## config.mk

```make
export PLATFORM = sky130hd
export DESIGN_NAME = utf16_to_utf8_transcoder_unit
export DESIGN_NICKNAME = d
export VERILOG_FILES = /design/src/hdl/u16u8_pkg.sv /design/src/hdl/u16u8_decode.sv /design/src/hdl/u16u8_serial.sv /design/src/hdl/utf16_to_utf8_transcoder_unit.sv
export SDC_FILE = /design/constraint.sdc
export NUM_CORES = 1
export LEC_CHECK = 0
export BUFFER_PORTS_ARGS = -buffer_cell sky130_fd_sc_hd__buf_2
export CAP_MARGIN = 20
export CORE_ASPECT_RATIO = 1.2
export CORE_UTILIZATION = 61
export DETAILED_ROUTE_END_ITERATION = 6
export PLACE_DENSITY_LB_ADDON = 0.1
export SLEW_MARGIN = 20
export SYNTH_ARGS = -nofsm -noshare
export SYNTH_HDL_FRONTEND = slang
export SYNTH_SLANG_ARGS = --single-unit
```

## constraint.sdc

```tcl
create_clock -name clk -period 5.16 [get_ports clk]
set_input_delay 0 -clock clk [delete_from_list [all_inputs] [get_ports clk]]
set_output_delay 0 -clock clk [all_outputs]
set_load 0.1 [all_outputs]
```

## src/hdl/u16u8_pkg.sv

```systemverilog
package u16u8_pkg;

	// UTF-16 surrogate ranges
	localparam logic [15:0] HIGH_SUR_FIRST = 16'hD800;
	localparam logic [15:0] HIGH_SUR_LAST  = 16'hDBFF;
	localparam logic [15:0] LOW_SUR_FIRST  = 16'hDC00;
	localparam logic [15:0] LOW_SUR_LAST   = 16'hDFFF;
	localparam logic [20:0] SUPP_BASE      = 21'h10000;
	localparam logic [9:0]  SUR_BITS_MASK  = 10'h3FF;

	// UTF-8 lead and continuation marks and range limits
	localparam logic [20:0] LIMIT_ONE   = 21'h80;
	localparam logic [20:0] LIMIT_TWO   = 21'h800;
	localparam logic [20:0] LIMIT_THREE = 21'h10000;
	localparam logic [7:0]  LEAD_TWO    = 8'hC0;
	localparam logic [7:0]  LEAD_THREE  = 8'hE0;
	localparam logic [7:0]  LEAD_FOUR   = 8'hF0;
	localparam logic [7:0]  CONT_MARK   = 8'h80;
	localparam logic [5:0]  CONT_MASK   = 6'h3F;

	// most output bytes caused by one input word
	localparam int unsigned RUN_MAX = 6;

	typedef struct packed {
		logic [7:0] byte_value;
		logic       end_of_stream;
	} in_word_t;

	typedef struct packed {
		logic [7:0] out_byte;
		logic       byte_valid;
		logic       last_of_run;
		logic       stream_done;
	} out_word_t;

	typedef struct packed {
		logic [3:0][7:0] b;
		logic [2:0]      len;
	} enc_t;

	// a run of output bytes produced by one input word
	typedef struct packed {
		logic [RUN_MAX-1:0][7:0] b;
		logic [2:0]              cnt;
		logic                    data;
		logic                    eos;
	} run_t;

	function automatic enc_t encode_cp(input logic [20:0] cp);
		enc_t e;
		e.b = '0;
		if (cp < LIMIT_ONE) begin
			e.b[0] = {1'b0, cp[6:0]};
			e.len  = 3'd1;
		end else if (cp < LIMIT_TWO) begin
			e.b[0] = LEAD_TWO | {3'b000, cp[10:6]};
			e.b[1] = CONT_MARK | {2'b00, cp[5:0] & CONT_MASK};
			e.len  = 3'd2;
		end else if (cp < LIMIT_THREE) begin
			e.b[0] = LEAD_THREE | {4'h0, cp[15:12]};
			e.b[1] = CONT_MARK | {2'b00, cp[11:6] & CONT_MASK};
			e.b[2] = CONT_MARK | {2'b00, cp[5:0] & CONT_MASK};
			e.len  = 3'd3;
		end else begin
			e.b[0] = LEAD_FOUR | {5'b00000, cp[20:18]};
			e.b[1] = CONT_MARK | {2'b00, cp[17:12] & CONT_MASK};
			e.b[2] = CONT_MARK | {2'b00, cp[11:6] & CONT_MASK};
			e.b[3] = CONT_MARK | {2'b00, cp[5:0] & CONT_MASK};
			e.len  = 3'd4;
		end
		return e;
	endfunction

endpackage

```

## src/hdl/u16u8_decode.sv

```systemverilog
module u16u8_decode (
	input  logic                clk,
	input  logic                arst_n,
	input  logic                in_valid,
	output logic                in_stall,
	input  u16u8_pkg::in_word_t in_word,
	input  logic                byte_order,
	output logic                run_valid,
	output u16u8_pkg::run_t     run,
	input  logic                run_free
);
	import u16u8_pkg::*;

	logic        valid_s1;
	in_word_t    word_s1;
	logic [7:0]  first_q;
	logic        have_first_q;
	logic [9:0]  held_q;
	logic        have_held_q;

	logic [15:0] wc;
	logic        is_low;
	logic        is_high;
	logic        p0_en;
	logic        p1_en;
	logic [20:0] p0_cp;
	logic [20:0] p1_cp;
	logic        held_nx;
	logic [9:0]  held_bits_nx;
	enc_t        e0;
	enc_t        e1;
	logic [2:0]  j;
	logic        emits;
	logic        adv;
	logic        take;

	// pair bytes into a code unit and pick at most two code points to emit
	always_comb begin
		wc           = byte_order ? {first_q, word_s1.byte_value}
		                          : {word_s1.byte_value, first_q};
		is_low       = (wc >= LOW_SUR_FIRST) && (wc <= LOW_SUR_LAST);
		is_high      = (wc >= HIGH_SUR_FIRST) && (wc <= HIGH_SUR_LAST);
		p0_en        = 1'b0;
		p1_en        = 1'b0;
		p0_cp        = '0;
		p1_cp        = '0;
		held_nx      = have_held_q;
		held_bits_nx = held_q;
		if (have_first_q) begin
			if (have_held_q && is_low) begin
				p0_en   = 1'b1;
				p0_cp   = SUPP_BASE + {1'b0, held_q, wc[9:0] & SUR_BITS_MASK};
				held_nx = 1'b0;
			end else begin
				if (have_held_q) begin
					p0_en = 1'b1;
					p0_cp = {5'b00000, HIGH_SUR_FIRST | {6'b000000, held_q}};
				end
				if (is_high) begin
					held_nx      = 1'b1;
					held_bits_nx = wc[9:0] & SUR_BITS_MASK;
				end else begin
					held_nx = 1'b0;
					p1_en   = 1'b1;
					p1_cp   = {5'b00000, wc};
				end
			end
		end
		// end of stream flushes a surrogate still held
		if (word_s1.end_of_stream && held_nx) begin
			p1_en = 1'b1;
			p1_cp = {5'b00000, HIGH_SUR_FIRST | {6'b000000, held_bits_nx}};
		end
	end

	// encode and pack both points into one run
	always_comb begin
		e0 = encode_cp(p0_cp);
		e1 = encode_cp(p1_cp);
		if (!p0_en) e0.len = 3'd0;
		if (!p1_en) e1.len = 3'd0;
		run.b = '0;
		for (int i = 0; i < RUN_MAX; i++) begin
			j = 3'(i) - e0.len;
			if (3'(i) < e0.len) begin
				run.b[i] = e0.b[2'(i)];
			end else if (j < e1.len) begin
				run.b[i] = e1.b[j[1:0]];
			end
		end
		run.eos  = word_s1.end_of_stream;
		run.data = (e0.len != 3'd0) || (e1.len != 3'd0);
		run.cnt  = run.data ? (e0.len + e1.len) : 3'd1;
	end

	assign emits     = run.data || word_s1.end_of_stream;
	assign run_valid = valid_s1 && emits;
	assign adv       = valid_s1 && (!emits || run_free);
	assign in_stall  = valid_s1 && !adv;
	assign take      = in_valid && !in_stall;

	// input register
	always_ff @(posedge clk or negedge arst_n) begin
		if (!arst_n) begin
			valid_s1 <= 1'b0;
		end else if (take) begin
			valid_s1 <= 1'b1;
		end else if (adv) begin
			valid_s1 <= 1'b0;
		end
	end

	always_ff @(posedge clk) begin
		if (take) begin
			word_s1 <= in_word;
		end
	end

	// pairing and surrogate state, updated as a word leaves the input register
	always_ff @(posedge clk or negedge arst_n) begin
		if (!arst_n) begin
			first_q      <= '0;
			have_first_q <= 1'b0;
			held_q       <= '0;
			have_held_q  <= 1'b0;
		end else if (adv) begin
			if (word_s1.end_of_stream) begin
				first_q      <= '0;
				have_first_q <= 1'b0;
				held_q       <= '0;
				have_held_q  <= 1'b0;
			end else if (!have_first_q) begin
				first_q      <= word_s1.byte_value;
				have_first_q <= 1'b1;
			end else begin
				first_q      <= '0;
				have_first_q <= 1'b0;
				held_q       <= held_nx ? held_bits_nx : 10'd0;
				have_held_q  <= held_nx;
			end
		end
	end

	a_stall_holds_word: assert property (@(posedge clk) disable iff (!arst_n)
		in_stall |=> valid_s1 && $stable(word_s1))
		else $error("input register changed while stalled");

	a_run_in_range: assert property (@(posedge clk) disable iff (!arst_n)
		run_valid |-> run.cnt != 3'd0 && run.cnt <= 3'(RUN_MAX))
		else $error("run length out of range");

	a_marker_only_at_end: assert property (@(posedge clk) disable iff (!arst_n)
		run_valid && !run.data |-> run.eos)
		else $error("empty run without end of stream");

endmodule

```

## src/hdl/u16u8_serial.sv

```systemverilog
module u16u8_serial (
	input  logic                 clk,
	input  logic                 arst_n,
	input  logic                 run_valid,
	input  u16u8_pkg::run_t      run,
	output logic                 run_free,
	output logic                 out_valid,
	input  logic                 out_stall,
	output u16u8_pkg::out_word_t out_word
);
	import u16u8_pkg::*;

	logic       valid_q;
	run_t       run_q;
	logic [2:0] idx_q;
	logic       last;
	logic       take;
	logic       load;

	assign last     = (idx_q == run_q.cnt - 3'd1);
	assign take     = valid_q && !out_stall;
	assign run_free = !valid_q || (take && last);
	assign load     = run_valid && run_free;

	// result register: one byte of the held run per word
	always_ff @(posedge clk or negedge arst_n) begin
		if (!arst_n) begin
			valid_q <= 1'b0;
			idx_q   <= '0;
		end else if (load) begin
			valid_q <= 1'b1;
			idx_q   <= '0;
		end else if (take) begin
			if (last) begin
				valid_q <= 1'b0;
				idx_q   <= '0;
			end else begin
				idx_q <= idx_q + 3'd1;
			end
		end
	end

	always_ff @(posedge clk) begin
		if (load) begin
			run_q <= run;
		end
	end

	assign out_valid            = valid_q;
	assign out_word.out_byte    = (idx_q < 3'(RUN_MAX)) ? run_q.b[idx_q] : 8'h00;
	assign out_word.byte_valid  = run_q.data;
	assign out_word.last_of_run = last;
	assign out_word.stream_done = last && run_q.eos;

	a_idx_in_run: assert property (@(posedge clk) disable iff (!arst_n)
		valid_q |-> idx_q < run_q.cnt)
		else $error("byte index beyond run");

	a_stall_holds_pos: assert property (@(posedge clk) disable iff (!arst_n)
		valid_q && out_stall |=> valid_q && $stable(idx_q))
		else $error("output position moved while stalled");

	a_step_on_take: assert property (@(posedge clk) disable iff (!arst_n)
		take && !last |=> valid_q && idx_q == $past(idx_q) + 3'd1)
		else $error("output position did not step");

endmodule

```

## src/hdl/utf16_to_utf8_transcoder_unit.sv

```systemverilog
// UTF-16 to UTF-8 transcoder. Raw UTF-16 bytes enter one word per cycle while
// in_stall is low, paired into code units in the order set by byte_order (0
// little-endian, 1 big-endian, sampled as the second byte of a unit is decoded);
// surrogate pairs are joined and unpaired surrogates come out as 3-byte
// sequences. A word is held in an input register, decoded in one pass into a
// run of 0 to 6 UTF-8 bytes and loaded into a result register, which hands out
// one byte per cycle while out_stall is low; the first byte is on the output
// once its run is loaded, which waits while the previous run is still being
// handed out. The byte-wide output is the limit: a word that completes a code
// point occupies the output while its result bytes are handed out, and a word
// that completes nothing passes alongside the output of the previous run. Thus
// 1-, 2- and 4-byte sequences run at one input byte per cycle while the output
// is not stalled; 3-byte sequences and an unpaired high surrogate followed by a
// 3-byte unit run slower, held by their result bytes. An end_of_stream word
// flushes a held high surrogate, drops an odd byte and always yields at least
// one word with stream_done set.
module utf16_to_utf8_transcoder_unit (
	input  logic                 clk,
	input  logic                 arst_n,
	input  logic                 in_valid,
	output logic                 in_stall,
	input  u16u8_pkg::in_word_t  in_word,
	output logic                 out_valid,
	input  logic                 out_stall,
	output u16u8_pkg::out_word_t out_word,
	input  logic                 cfg_we,
	input  logic                 cfg_wdata
);
	import u16u8_pkg::*;

	logic byte_order_q;
	logic run_valid;
	run_t run;
	logic run_free;

	// byte order register
	always_ff @(posedge clk or negedge arst_n) begin
		if (!arst_n) begin
			byte_order_q <= 1'b0;
		end else if (cfg_we) begin
			byte_order_q <= cfg_wdata;
		end
	end

	u16u8_decode u_decode (
		.clk        (clk),
		.arst_n     (arst_n),
		.in_valid   (in_valid),
		.in_stall   (in_stall),
		.in_word    (in_word),
		.byte_order (byte_order_q),
		.run_valid  (run_valid),
		.run        (run),
		.run_free   (run_free)
	);

	u16u8_serial u_serial (
		.clk       (clk),
		.arst_n    (arst_n),
		.run_valid (run_valid),
		.run       (run),
		.run_free  (run_free),
		.out_valid (out_valid),
		.out_stall (out_stall),
		.out_word  (out_word)
	);

endmodule

```

== Word level (Yosys, flattened, before mapping) ==
Cells that the tools add are included.

* Register bits: 88
* Bits of input ports: 15
* Logic and storage cells: 166

* Reduce and logical (&&, ||, !) cells: 29
* Add/subtract/negate cells: 10
* Multiplexer cells: 77
* Order comparisons: 30
* Equality and inequality tests: 1

{| class="wikitable"
|+ Operator list
! operator !! count
|-
| $mux 8 || 24
|-
| $bmux 8 s2 || 6
|-
| $mux 16 || 6
|-
| $mux 21 || 3
|-
| $mux 10 || 6
|-
| $mux 25 || 2
|-
| $lt 21x12->1 const B || 2
|-
| $lt 21x17->1 const B || 2
|-
| $lt 21x8->1 const B || 2
|-
| $mux 19 || 2
|-
| $ge 16x16->1 const B || 2
|-
| $le 16x16->1 const B || 2
|-
| $bmux 8 s3 || 1
|-
| $mux 24 || 1
|-
| $mux 11 || 2
|-
| $add 17x20->21 const A || 1
|-
| $mux 1 || 19
|-
| $lt 2x3->1 const B || 6
|-
| $lt 3x3->1 || 6
|-
| $mux 3 || 5
|-
| $logic_and 1x1->1 || 12
|-
| $reduce_bool 2->1 || 4
|-
| $lt 1x3->1 const A || 2
|-
| $lt 2x3->1 const A || 2
|-
| other kinds (14) || 27
|}

== Depth between registers and ports, before layout ==
* Word-level depth: 24
* Gate-level depth with buffers: 18
* Gate-level depth less buffers: 14

== Modules after synthesis ==
A second synthesis with hierarchy kept.

* Cells, all modules: 637
* Area total of the unflattened synthesis: 6189.7 um2

{| class="wikitable"
|+ Modules (own cells, without submodules)
! module !! cells each !! area an instance (um2) !! instances
|-
| u16u8_decode || 514 || 3868.7 || 1
|-
| u16u8_serial || 121 || 2280.9 || 1
|-
| utf16_to_utf8_transcoder_unit || 2 || 40.0 || 1
|}

== Worst setup path after synthesis ==
OpenSTA, ideal clock, no wires.

* Path type: reg2reg
* Start: reg byte_order_q
* End: reg u_decode.word_s1 (netlist bit u_decode.run[0]), enable pin
* Path buffers: 3
* Path slack: 0.344 ns
* Stages on the path, launching flop included: 14
* Library setup time: 0.393 ns
* Arrival: 4.424 ns
* Data required time: 4.767 ns
* Cells stage by stage: dfrtp_1 > buf_6 > mux2_2 > o311a_1 > o21ai_0 > nand2_2 > buf_4 > buf_4 > ha_1 > ha_1 > nand3b_1 > nand2_1 > nor2_1 > nor2b_1

* Word-level cells in the longest chain between the ends: 23
* Elaborated cells on any way between the ends: 53

{| class="wikitable"
|+ Ends and longest elaborated chain
! what !! line !! source
|-
| start, declared || utf16_to_utf8_transcoder_unit.sv:31 || <nowiki>logic byte_order_q;</nowiki>
|-
| start signal, assigned || utf16_to_utf8_transcoder_unit.sv:41 || <nowiki>byte_order_q <= cfg_wdata;</nowiki>
|-
| $mux 16 * || u16u8_decode.sv:39 || <nowiki>wc = byte_order ? {first_q, word_s1.byte_value}</nowiki>
|-
| $ge 16x16->1 (tied with other cells) || u16u8_decode.sv:42 || <nowiki>is_high = (wc >= HIGH_SUR_FIRST) && (wc <= HIGH_SUR_LAST);</nowiki>
|-
| $logic_and 1x1->1 (on tied branches) || u16u8_decode.sv:42, u16u8_decode.sv:41 ||
|-
| $mux 1 or $logic_and 1x1->1 (tied branches) || u16u8_decode.sv:59, u16u8_decode.sv:50 ||
|-
| $mux 1 || u16u8_decode.sv:50 || <nowiki>if (have_held_q && is_low) begin</nowiki>
|-
| $mux 1 || u16u8_decode.sv:49 || <nowiki>if (have_first_q) begin</nowiki>
|-
| $logic_and 1x1->1 || u16u8_decode.sv:70 || <nowiki>if (word_s1.end_of_stream && held_nx) begin</nowiki>
|-
| $mux 21 || u16u8_decode.sv:70 ||
|-
| (+9 left out) || -- ||
|-
| $logic_or 1x1->1 * || u16u8_decode.sv:98 || <nowiki>assign adv = valid_s1 && (!emits || run_free);</nowiki>
|-
| $logic_and 1x1->1 * || u16u8_decode.sv:98 ||
|-
| $logic_not 1->1 * || u16u8_decode.sv:99 || <nowiki>assign in_stall = valid_s1 && !adv;</nowiki>
|-
| $logic_and 1x1->1 * || u16u8_decode.sv:99 ||
|-
| via in_stall || utf16_to_utf8_transcoder_unit.sv:21 || <nowiki>output logic in_stall,</nowiki>
|-
| $logic_not 1->1 * || u16u8_decode.sv:100 || <nowiki>assign take = in_valid && !in_stall;</nowiki>
|-
| $logic_and 1x1->1 * || u16u8_decode.sv:100 ||
|-
| via u_decode.take || u16u8_decode.sv:35 || <nowiki>logic take;</nowiki>
|-
| end signal, assigned || u16u8_decode.sv:115 || <nowiki>word_s1 <= in_word;</nowiki>
|-
| end, declared || u16u8_decode.sv:15 || <nowiki>in_word_t word_s1;</nowiki>
|}

Mark *: on every way through the listed nets, which the timed path passes. The rest lies on a longest branch.
A chain may end at the register's enable or synchronous reset.

== Final worst setup path ==
* Start: reg byte_order_q
* End: reg u_serial.run_q[22] (netlist name), data pin

* Word-level cells in the longest chain between the ends: 16
* Elaborated cells on any way between the ends: 51

{| class="wikitable"
|+ Ends and longest elaborated chain
! what !! line !! source
|-
| $mux 16 * || u16u8_decode.sv:39 ||
|-
| $ge 16x16->1 (tied with other cells) || u16u8_decode.sv:41 || <nowiki>is_low = (wc >= LOW_SUR_FIRST) && (wc <= LOW_SUR_LAST);</nowiki>
|-
| $logic_and 1x1->1 (on tied branches) || u16u8_decode.sv:41, u16u8_decode.sv:42 ||
|-
| $logic_and 1x1->1 or $mux 1 (tied branches) || u16u8_decode.sv:50, u16u8_decode.sv:59 ||
|-
| $mux 21 or $mux 1 (tied branches) || u16u8_decode.sv:50 ||
|-
| $mux 21 or $mux 1 (tied branches) || u16u8_decode.sv:49 ||
|-
| $lt 21x17->1 or $logic_and 1x1->1 (tied branches) || u16u8_pkg.sv:59, u16u8_decode.sv:70 ||
|-
| $mux 25 or $mux 21 (tied branches) || u16u8_pkg.sv:59, u16u8_decode.sv:70 ||
|-
| $mux 19 or $lt 21x17->1 (tied branches) || u16u8_pkg.sv:55, u16u8_pkg.sv:59 ||
|-
| $mux 11 (tied with other cells) || u16u8_pkg.sv:52 || <nowiki>if (cp < LIMIT_ONE) begin</nowiki>
|-
| $mux 3 (tied with other cells) || u16u8_decode.sv:80 || <nowiki>if (!p0_en) e0.len = 3'd0;</nowiki>
|-
| $sub 2x3->3 (tied with other cells) || u16u8_decode.sv:84 || <nowiki>j = 3'(i) - e0.len;</nowiki>
|-
| $bmux 8 s2 or $mux 3 (tied branches) || u16u8_decode.sv:88, u16u8_decode.sv:81 ||
|-
| $mux 8 (not written as such) or $lt 3x3->1 (tied branches) || u16u8_decode.sv:88, u16u8_decode.sv:87 ||
|-
| $mux 8 * || u16u8_decode.sv:87 || <nowiki>end else if (j < e1.len) begin</nowiki>
|-
| $mux 8 * || u16u8_decode.sv:85 || <nowiki>if (3'(i) < e0.len) begin</nowiki>
|-
| end signal, assigned || u16u8_serial.sv:45 || <nowiki>run_q <= run;</nowiki>
|-
| end, declared || u16u8_serial.sv:14 || <nowiki>run_t run_q;</nowiki>
|}

Every way passes the cells marked *; elsewhere a longest branch is shown, timed or not. The select of a mux whose other input is x is not followed.

==> flow_summary.json <==
{
  "status": "complete, no violations",
  "clk_root_buffer_cell": "clkbuf_16",
  "place.detailed.hpwl_um": 12200,
  "fp.coreArea_mm2": 0.00952,
  "hold_class": "primary input to flip-flop",
  "post_drt_wl_per_cell_um": 21.4,
  "grt_setup_unrepaired": "no",
  "p_int_uw": 2060,
  "crit_top_cell": "nand2_1",
  "start_util": 0.625,
  "die_span_y_um": 110,
  "syn_inst": 598,
  "drt_drc": 0,
  "finalSetupViolations": 0,
  "routed_wl_um": 16100,
  "placement.io_buffers": 27,
  "synth.distinct_cells": 84,
  "dieWidth_um": 92.1,
  "htreeDepth": 3,
  "floorplan.die_area_mm2": 0.0101,
  "kind_of_cell_with_the_highest_combined_delay_on_the_critical_path": "simple AND/OR/NAND/NOR gates",
  "grt_max_degree": 54,
  "critPathSlowestCell": "dfrtp_1",
  "route.vias.total": 5008,
  "share_comb_of_total_power": 0.574,
  "remaining_overflow_grt": 0,
  "power-per-cell-area_mw_per_mm2": 645,
  "placed_cell_count": 723,
  "post_synthesis_sequential_area_ratio": 0.423,
  "synth-edff-count": 62,
  "clock.fmax_mhz": 212,
  "skew_ns": 0.00564,
  "syn_to_final_growth_pct": 10.1,
  "antenna_violating_nets_post_route": 0,
  "worstSkewPairLatency_ns": 0.34,
  "worst_setup_hold_path_clk_slew_ns": 0.06,
  "worst_slew_pin_slew_ns": 0.976,
  "postCtsResizedCells": 0,
  "async_s_r_ff_share_synth": 0.295,
  "grt_pass1_vias": 4713,
  "cp_data_required_time_ns": 5.30,
  "track_usage": 0.332,
  "fin_crit_sh": 0.915,
  "critical_path_depth": 14,
  "ioPinCount": 28,
  "design.final.nets": 655,
  "ffs_latches_synth": 88,
  "depth_of_the_worst_register_to_register_path": 14,
  "routed_via_density": 6.66,
  "synth_ff_type": "edfxtp_1",
  "timing.critical_path.arrival_ns": 4.86,
  "critical_path.endpoint_type": "flip-flop",
  "critical_path.n_buffers_inverters": 3,
  "synth_warnings": 0,
  "gpl.final_weighted_congestion": 0.984,
  "count_of_hold_buffers_inserted_by_post_cts_repair": 13,
  "tritoncts.num_buffers": 9,
  "p_switching_uw": 2160,
  "worst_case_clock_buffer_depth": 2,
  "drv_cap": 0,
  "grt_antenna_before_repair": 0,
  "drt-pass1-iter-count": 6,
  "finalWorstSetupSlack_ns": 0.439,
  "power.switching_fraction": 0.513,
  "overall_power_consumption_uw": 4220,
  "slew-limit-headroom": 0.341,
  "cts_tree": "done",
  "layout.cells.non_filler": 752,
  "final_period_minus_worst_setup_slack_ns": 4.72,
  "timing.hold.worst_path_depth": 3,
  "preCtsSetupSlack_ns": 0.583,
  "startpoint_type": "flip-flop",
  "crit_chain": "buf_4 > mux2_2 > o311a_1 > nor2_1 > nand2_1 > nand2_1 > ha_1 > buf_4 > inv_1 > ha_1 > a21oi_1 > and2_1 > nand2_1 > o32ai_1",
  "rows": 39,
  "cts.sinks": 88,
  "cp_slowest_stage_delay_ns": 0.49,
  "finalMaxSlewViolations": 0,
  "drive_gt1_frac": 0.154,
  "worst-setup-path-type": "flip-flop to flip-flop",
  "power.clock.fraction": 0.143,
  "timing.final.hold_violations": 0,
  "drt_iter0_markers": 503,
  "setup-tns-final_ns": 0,
  "num_antenna_cells": 0,
  "syn_avg_cell_area_um2": 9.94,
  "worst_ir_drop_vdd_mv": 0.449,
  "cts.repair_timing.setup_buffer_count": 0,
  "syn_area_mm2": 0.00594,
  "worstPathMaxFanout": 20,
  "grt_pass1_wl_um": 25200,
  "seq_power_share": 0.283,
  "cellLeakagePower_uw": 0.00261,
  "r2r_slack_ns": 0.44
}
-- power by group through the flow --
stage | clock network (uW) | registers [uW] | logic, uW
after global routing | 634 | 1210 | 2570
after floorplan | 0 | 1140 | 1910
after detailed placement | 0 | 1210 | 2370
after CTS | 611 | 1190 | 2390
after global placement | 0 | 1190 | 2330
final | 603 | 1190 | 2420
-- worst register-to-register path, stage by stage (launching register included) --
cell and delay (ns):
dfrtp_1 0.49, buf_4 0.34, mux2_2 0.44, o311a_1 0.38, nor2_1 0.43, nand2_1 0.30, nand2_1 0.32, ha_1 0.40
buf_4 0.24, inv_1 0.18, ha_1 0.26, a21oi_1 0.18, and2_1 0.20, nand2_1 0.09, o32ai_1 0.28
-- kinds of logic (layout without fill, tap and decap cells) --
group | Yosys count | count (layout) | synth area share
AND/OR/NAND/NOR | 183 | 183 | 0.151
adder cells (fa/ha/maj) | 16 | 16 | 0.0349
multiplexers | 51 | 51 | 0.106
buffers and inverters | 61 | 91 | 0.0459
XOR/XNOR | 9 | 9 | 0.0133
AO/OA/AOI/OAI | 189 | 189 | 0.226
other | 1 | 2 | 0.000631
flip-flops | 88 | 88 | 0.423
-- cells in the mapped netlist, types with 3 or more instances --
library cell / count / area share
dfrtp_1: 26 / 0.11
a31oi_1: 5 / 0.0053
o22a_1: 4 / 0.0059
buf_2: 5 / 0.0042
clkbuf_1: 19 / 0.012
buf_4: 4 / 0.0051
o2111ai_1: 3 / 0.0044
mux2i_1: 32 / 0.054
mux2_2: 9 / 0.017
nand2b_1: 9 / 0.0095
and2_1: 4 / 0.0042
a222oi_1: 3 / 0.0051
o31ai_1: 6 / 0.0076
and3_1: 6 / 0.0063
o211a_1: 4 / 0.0067
nor3_1: 11 / 0.0093
and3b_1: 4 / 0.0059
ha_1: 15 / 0.032
a2bb2oi_1: 6 / 0.0088
buf_6: 3 / 0.0057
o211ai_1: 6 / 0.0076
inv_1: 22 / 0.014
o22ai_1: 19 / 0.020
nand2_2: 3 / 0.0032
xor2_1: 3 / 0.0044
nand3b_1: 3 / 0.0038
a21oi_1: 28 / 0.024
nand3_1: 8 / 0.0067
edfxtp_1: 62 / 0.31
a211oi_1: 11 / 0.014
nand2_1: 68 / 0.043
xnor2_1: 6 / 0.0088
a22oi_1: 7 / 0.0088
nor2_1: 47 / 0.030
mux4_2: 8 / 0.030
a22o_1: 5 / 0.0074
o21ai_0: 50 / 0.042
buf_1: 6 / 0.0038
-- layer usage --
layer	GRT usage	wire (um)	vias to the layer above
met5	0	0	-
met4	0.161	667	0
met3	0.0432	919	43
met2	0.584	8040	220
met1	0.406	6480	2415
li1	-	-	2330
-- metrics by stage --
stage	hold slack (ns)	area [um^2]	utilization
after floorplan	-0.296	5950	-
after global placement	0.0259	6140	0.645
after detailed placement	0.0482	6140	0.645
after CTS	0.0427	6540	0.687
after global routing	0.0731	6550	0.688
final	0.0465	6550	0.688
-- layout by cell type (no fill, tap or decap), types with 8 or more instances in the layout --
master / instances
clkbuf_16: 9
o21ai_0: 49
nor2_1: 47
mux4_2: 8
nand2_1: 68
dfrtp_1: 26
o22ai_1: 19
mux2i_1: 32
nand2b_1: 9
a211oi_1: 11
ha_1: 15
buf_2: 27
buf_4: 11
nor3_1: 11
a21oi_1: 28
inv_1: 22
mux2_2: 9
nand3_1: 8
dlygate4sd3_1: 13
edfxtp_1: 62
-- final timing paths --
path,start,end
max,byte_order_q,u_serial.run_q[22]
min in group asynchronous,arst_n,u_decode.first_q[7]
max in group asynchronous,arst_n,u_decode.valid_s1
min reg2reg,u_decode.first_q[1],u_decode.first_q[1]
max reg2reg,byte_order_q,u_serial.run_q[22]
min,out_stall,u_serial.idx_q[1]
-- flip-flops by register name, indices dropped and copies added (netlist names) --
| name | cells |
|---|---|
| u_serial.out_valid | 1 |
| u_decode.word_s1 | 8 |
| u_decode.valid_s1 | 1 |
| u_decode.first_q | 8 |
| u_serial.run_q | 52 |
| byte_order_q | 1 |
| u_decode.have_first_q | 1 |
| u_decode.run | 1 |
| u_decode.have_held_q | 1 |
| u_serial.out_word | 1 |
| u_decode.held_q | 10 |
| u_serial.idx_q | 3 |
-- layout make-up --
| type | count | area [um^2] |
|---|---|---|
| clock buffer | 9 | 225 |
| sequential | 88 | 2510 |
| multi-input combinational | 450 | 3170 |
| tap | 123 | 154 |
| timing repair buffer | 51 | 348 |
| fill | 740 | 2970 |
| clock inverter | 7 | 47.5 |
| inverter | 24 | 90.1 |
(Power assumes the default switching activity.)
